[src/rtl/core/krt_pkg.sv]
`timescale 1ns / 1ps
// krt_pkg: request, response and probe types plus command and status codes
// for the keyed record table; no dependencies

package krt_pkg;

    localparam logic [1:0] CMD_INSERT = 2'd0;
    localparam logic [1:0] CMD_SEARCH = 2'd1;
    localparam logic [1:0] CMD_UPDATE = 2'd2;

    localparam logic [1:0] ST_OK       = 2'd0;
    localparam logic [1:0] ST_FULL     = 2'd1;
    localparam logic [1:0] ST_EXISTS   = 2'd2;
    localparam logic [1:0] ST_NOTFOUND = 2'd3;

    localparam logic signed [31:0] AMT_MAX = 32'sh7fff_ffff;
    localparam logic signed [31:0] AMT_MIN = 32'sh8000_0000;

    typedef struct packed {
        logic [1:0]         cmd;
        logic signed [31:0] part_key;
        logic [63:0]        part_label;
        logic signed [31:0] amount;
    } req_t;

    typedef struct packed {
        logic [1:0]         status;
        logic [63:0]        found_label;
        logic signed [31:0] found_amount;
    } rsp_t;

    // probe item that walks the cell row, one cell per cycle
    typedef struct packed {
        logic               active;
        logic [1:0]         cmd;
        logic signed [31:0] key;
        logic signed [31:0] delta;
        logic               hit;
        logic [63:0]        label;
        logic signed [31:0] qty;
    } probe_t;

endpackage

[src/rtl/core/krt_cell.sv]
`timescale 1ns / 1ps
// krt_cell: one record slot of the table and one stage of the probe row
// depends on krt_pkg

module krt_cell #(
    parameter int CAPACITY    = 128,
    parameter int LABEL_BYTES = 8,
    parameter int IDX         = 0,
    localparam int CNT_W      = $clog2(CAPACITY + 1),
    localparam int IDX_W      = (CAPACITY > 1) ? $clog2(CAPACITY) : 1,
    localparam int LBL_W      = 8 * LABEL_BYTES
) (
    input  logic                clk,
    input  logic                rst_n,
    input  logic [CNT_W-1:0]    fill_count,
    input  logic                wr_en,
    input  logic [IDX_W-1:0]    wr_idx,
    input  logic signed [31:0]  wr_key,
    input  logic [LBL_W-1:0]    wr_label,
    input  logic signed [31:0]  wr_amount,
    input  krt_pkg::probe_t     probe_in,
    output krt_pkg::probe_t     probe_out
);

    logic signed [31:0] key_reg;
    logic [LBL_W-1:0]   label_reg;
    logic signed [31:0] amount_reg;
    logic signed [31:0] amount_next;
    logic               act_reg;
    krt_pkg::probe_t    probe_reg;
    krt_pkg::probe_t    probe_next;
    logic               live;
    logic               match;
    logic signed [32:0] sum;
    logic signed [31:0] sat;

    assign live  = CNT_W'(IDX) < fill_count;
    assign match = probe_in.active && !probe_in.hit && live && (key_reg == probe_in.key);
    assign sum   = {amount_reg[31], amount_reg} + {probe_in.delta[31], probe_in.delta};

    always_comb
    begin
        if (sum[32] != sum[31])
        begin
            sat = sum[32] ? krt_pkg::AMT_MIN : krt_pkg::AMT_MAX;
        end
        else
        begin
            sat = sum[31:0];
        end
    end

    always_comb
    begin
        probe_next  = probe_in;
        amount_next = amount_reg;
        if (wr_en && (wr_idx == IDX_W'(IDX)))
        begin
            amount_next = wr_amount;
        end
        if (match)
        begin
            probe_next.hit = 1'b1;
            case (probe_in.cmd)
                krt_pkg::CMD_SEARCH:
                begin
                    probe_next.label = 64'(label_reg);
                    probe_next.qty   = amount_reg;
                end
                krt_pkg::CMD_UPDATE:
                begin
                    probe_next.qty = sat;
                    amount_next    = sat;
                end
                default:
                begin
                    probe_next.qty = probe_in.qty;
                end
            endcase
        end
    end

    always_ff @(posedge clk or negedge rst_n)
    begin
        if (!rst_n)
        begin
            act_reg <= 1'b0;
        end
        else
        begin
            act_reg <= probe_in.active;
        end
    end

    always_ff @(posedge clk)
    begin
        probe_reg  <= probe_next;
        amount_reg <= amount_next;
        if (wr_en && (wr_idx == IDX_W'(IDX)))
        begin
            key_reg   <= wr_key;
            label_reg <= wr_label;
        end
    end

    always_comb
    begin
        probe_out        = probe_reg;
        probe_out.active = act_reg;
    end

endmodule

[config.mk]
export PLATFORM = sky130hd
export DESIGN_NAME = krt_cell
export DESIGN_NICKNAME = d
export VERILOG_FILES = /design/src/rtl/core/krt_pkg.sv /design/src/rtl/core/krt_cell.sv
export SDC_FILE = /design/constraint.sdc
export NUM_CORES = 1
export LEC_CHECK = 0
export ABC_AREA = 1
export BUFFER_PORTS_ARGS = -buffer_cell sky130_fd_sc_hd__buf_2
export CELL_PAD_IN_SITES_DETAIL_PLACEMENT = 1
export CELL_PAD_IN_SITES_GLOBAL_PLACEMENT = 2
export CORE_MARGIN = 2
export CORE_UTILIZATION = 27
export CTS_CLUSTER_DIAMETER = 200
export DETAILED_ROUTE_END_ITERATION = 12
export GPL_TIMING_DRIVEN = 0
export PLACE_DENSITY_LB_ADDON = 0.1
export SYNTH_ARGS = -nofsm -noshare
export SYNTH_HDL_FRONTEND = slang
export SYNTH_SLANG_ARGS = --single-unit
[constraint.sdc]
create_clock -name clk -period 3.4 [get_ports clk]
set_input_delay 0.68 -clock clk [delete_from_list [all_inputs] [get_ports clk]]
set_output_delay 0.68 -clock clk [all_outputs]
set_load 0.02 [all_outputs]
* Word-level counts from Yosys, hierarchy flattened
Cells that the tools add are included.
** Storage, ports and cells
- Register bits after elaboration :: 292
- Input port bits :: 310
- Output and inout port bits :: 164
- Word-level logic and storage cells :: 30
** Operators by class
- $add $sub $neg :: 1
- $lt $le $gt $ge :: 1
- Eq/ne operators :: 4
- Multiplexer cells :: 8
- Reductions and logical operators :: 6
** Operators with widths (number)
- 32-bit 2-to-1 mux :: 5
- 96-bit 2-to-1 mux :: 1
- 64-bit 2-to-1 mux :: 1
- 32-bit one-hot mux with 2 select lines :: 1
- 32-bit by 32-bit adder with 33-bit output :: 1
- 32-bit equality test :: 1
- 1-bit by 8-bit < comparator with 1-bit output (first input constant) :: 1
- 7-bit logical NOT :: 1
- 1-bit logical AND :: 4
- 2-bit by 1-bit equality test with 1-bit output (second input constant) :: 1
- 2-bit equality test (second input constant) :: 1
- 1-bit logical NOT :: 1
- 1-bit inequality test :: 1

* Longest topological paths before layout
- Depth after elaboration :: 5
- Depth in mapped cells :: 22
- Mapped depth without buffers :: 20

* Least setup slack after synthesis
Ideal clock, no wire load.
- Path type :: input-to-reg
- Start :: in wr_idx[5]
- End :: reg key_reg[0] (enable)
- Setup time :: 498 ps
- Data arrival time :: 3994 ps
- Required time :: 2902 ps
- Path slack :: -1092 ps
- Stages on the path :: 4
- Buffers on the path :: 1
- Cells stage by stage :: nor4_1 -> nand2_1 -> clkinv_1 -> clkbuf_1
** Between the ends
- Cells in the longest elaborated chain, start to end :: 2
** RTL lines
- from (decl) :: line krt_cell.sv:17 : input logic [IDX_W-1:0] wr_idx,
- 7-bit logical NOT :: line krt_cell.sv:99 : if (wr_en && (wr_idx == IDX_W'(IDX)))
- 1-bit logical AND :: line krt_cell.sv:99
- to (signal assigned) :: line krt_cell.sv:101 : key_reg <= wr_key;
- to (decl) :: line krt_cell.sv:25 : logic signed [31:0] key_reg;
No other way between the ends.
A chain may end at the register's enable or synchronous reset.

==> flow_summary.yaml <==
setup_path:
  cp.required_ns: 3.86
  critical_path_arrival_ns: 3.55
  cp_max_fo: 10
  startpoint_type: "flip-flop"
  end_kind: "flip-flop"
  cp_cell_sequence: "ha_4, inv_1, fa_1, inv_2, nand2_1, nand2_2, nand3_1, nand2_2, nand2_1, nand2_4, nand2_2, nand2_1, nand2_2, nand2_2, ha_1, buf_6, buf_4, a21oi_2, o21ai_0, nand2_1, nand2_1, a21boi_2"
  path_buf_inv: 4
  critPathSlowestCell: "fa_1"
  cp_top_family: "simple AND/OR/NAND/NOR gates"
  critPathKind: "flip-flop to flip-flop"
  cpPeakStageDelay_ns: 0.38
synthesis:
  yosysSeqAreaShare_pct: 51.9
  async_reset_ff_share_pct: 0.342
  syn_area_mm2: 0.0131
  synth_seq_cells: 292
  synth-main-ff-cell: "dfxtp_1"
  synth_area_leader_cell: "dfxtp_1"
  post-synth-top-count-cell: "nand2_1"
  synth-warning-count: 0
  synth-edff-count: 96
  ys_top_cells_by_area: "dfxtp_1, edfxtp_1, nand2_1, inv_1, o21ai_0"
  synth_cells: 1681
  synth_cell_types: 45
  synth_nets: 2028
  synth_top_area_share_pct: 29.8
  syn_area_per_cell_um2: 7.80
  ys_top_cells_by_count: "nand2_1, inv_1, dfxtp_1"
sta:
  fmax_mhz: 324
  setup_viol: 0
  rsz0062_at_grt: "no"
  skew_ns: 0.0231
  period_share_pct: 90.9
  slew-limit-headroom_pct: 39.0
  slew_violations: 0
  tightest_slew_ns: 0.915
  fin_ws_ns: 0.311
  finalCriticalPeriod_ns: 3.09
  finalHoldViolCount: 0
grt:
  grt_max_degree: 106
  grt_util_all_layers_pct: 21.2
  grt_pass1_wl_um: 79500
  grt.overflow.total: 0
  antenna_found_initial: 24
  grt_pass1_vias: 12800
place:
  place_ws_ns: -1.34
  portBuffers: 473
  routabilityCongestion: 0.847
  dp_hpwl_um: 44500
job:
  max_cap_viol_count: 0
drt:
  drt_pass1_iterations: 5
  drt-total-wl_um: 54700
  avgViaCountPerCell: 4.41
  drc: 0
  drtAntennaViolNets: 0
  avgRoutedWirePerCell_um: 19.2
  vias: 12600
  drtIter0Drc: 495
final_layout:
  final_core_util_pct: 37.2
  drive_gt1_share_pct: 28.4
  area_growth_pct: 35.7
  fillCellCount: 5970
  largest_register_ffs: 163
  multi_input_area_mm2: 0.00549
  ff_latch_area_mm2: 0.00682
  nNetsFinal: 2544
die:
  die_y_um: 224
  num_io_pins: 474
  start_util_pct: 27.4
  rows: 80
  core-area_mm2: 0.0478
  dieArea_mm2: 0.0503
  die_x_um: 224
pwr:
  leakage_uw: 0.00924
  switching_share_pct: 29.3
  power_frac_clock_pct: 40.0
  vdd_drop_max_v: 0.000341
  p_seq_share_pct: 40.8
  power.internal_uw: 6600
  powerDensity_mw_per_mm2: 525
  p_sw_uw: 2740
  comb_power_share_pct: 19.2
cts:
  cts.sinks: 292
  clk_pin_slew_ns: 0.06
  clock_latency_ns: 0.56
  cts_tree: "done"
  cts_root_buf: "clkbuf_16"
  cts_buffer_depth: 3
  numCtsBuffers: 35
  htreeDepth: 2
outcome:
  outcome: "completed"
min_path:
  hold_path.class: "input port to flip-flop"
-- path summary, 6_finish.rpt --
path	start	endpoint	slack [ns]	depth (start not counted)
max in group asynchronous	rst_n	act_reg$_DFF_PN0_	2.85	2
hold / removal	probe_in[127]	probe_out[127]$_DFF_P_	0.25	1
setup / recovery	amount_reg[0]$_DFF_P_	probe_out[16]$_DFF_P_	0.31	22
setup reg to reg	amount_reg[0]$_DFF_P_	probe_out[16]$_DFF_P_	0.31	22
hold reg to reg	label_reg[46]$_DFFE_PP_	probe_out[78]$_DFF_P_	0.44	2
min in group asynchronous	rst_n	act_reg$_DFF_PN0_	0.46	2
-- per-layer routing --
layer	part of all wire, %	track usage [%]	vias up
met3	5.9	4.73	87
li1	-	-	6286
met2	50	38.0	329
met1	42	25.2	5834
met4	2.5	6.60	16
met5	0.17	0	-
-- per-stage QoR --
stage	power (uW)	instance area (um2)	TNS [ns]	hold slack (ns)	std cells
finish	9340	17800	0	0.250	2846
global route	9830	17800	0	0.223	2845
CTS	9420	17500	0	0.210	2836
detailed placement	5580	16300	-47.19	0.431	2769
global placement	5560	16300	-144.76	0.425	2769
floorplan	4880	13100	0	0.384	1681
-- area by class of cell --
type                            instances  share of cell area (%)
Timing Repair Buffer                  479                    13.6
Buffer                                 52                    1.75
Clock inverter                          6                   0.499
Inverter                              224                    4.74
Antenna cell                            7                  0.0984
Sequential cell                       292                    38.3
Clock buffer                           58                    5.86
Tap cell                              615                    4.32
Multi-Input combinational cell       1113                    30.9
-- power groups by stage --
| stage | clock [uW] | sequential [uW] | combinational (uW) |
|---|---|---|---|
| 3_5_place_dp | 0 | 3880 | 1700 |
| 3_3_place_gp | 0 | 3870 | 1690 |
| 5_1_grt | 3990 | 3820 | 2020 |
| 2_1_floorplan | 0 | 4000 | 885 |
| 4_1_cts | 3860 | 3800 | 1750 |
| 6_report | 3740 | 3810 | 1790 |
-- layout by cell type, fill, tap and decap left out, drive strengths merged, types with 2 or more instances in the layout --
| master | synthesis | routed |
|---|---|---|
| or2 | 11 | 11 |
| nand3 | 48 | 48 |
| nand3b | 5 | 5 |
| a21oi | 38 | 38 |
| and2 | 2 | 2 |
| buf | 19 | 497 |
| nand4 | 18 | 18 |
| clkbuf | 33 | 91 |
| ha | 36 | 36 |
| nor3 | 14 | 14 |
| nor4 | 3 | 3 |
| nand2 | 697 | 697 |
| diode | 0 | 7 |
| xnor2 | 5 | 5 |
| clkinv | 1 | 3 |
| xor2 | 7 | 7 |
| o22ai | 2 | 2 |
| inv | 223 | 225 |
| a21boi | 29 | 29 |
| dfxtp | 195 | 195 |
| edfxtp | 96 | 96 |
| nor2 | 99 | 99 |
| o21ai | 92 | 92 |
-- worst register-to-register path, stage by stage (launching register included) --
cell and delay [ns]:
dfxtp_4 0.36, ha_4 0.14, inv_1 0.05, fa_1 0.38, inv_2 0.08, nand2_1 0.06, nand2_2 0.09, nand3_1 0.09
nand2_2 0.08, nand2_1 0.08, nand2_4 0.10, nand2_2 0.08, nand2_1 0.08, nand2_2 0.09, nand2_2 0.08, ha_1 0.23
buf_6 0.16, buf_4 0.19, a21oi_2 0.11, o21ai_0 0.09, nand2_1 0.09, nand2_1 0.06, a21boi_2 0.21
-- kinds of logic after synthesis --
logic type | synth area share (%)
AOI/OAI and AO/OA | 7.00
and+or+nand+nor | 28.1
buffers and inverters | 8.56
adders and majority gates | 3.59
DFF | 51.9
xor gates and xnor gates | 0.801
-- repair_timing --
item | 4_1_cts | 5_1_grt
cloned | 0 | 0
pin swaps | 1 | 3
hold buffers | 1 | 0
endpoints found under the hold margin | 1 | 0
resized for setup | 13 | 53
setup buffers | 2 | 3
endpoints found under the setup margin | 47 | 60
Power figures use the tool's default switching activity.
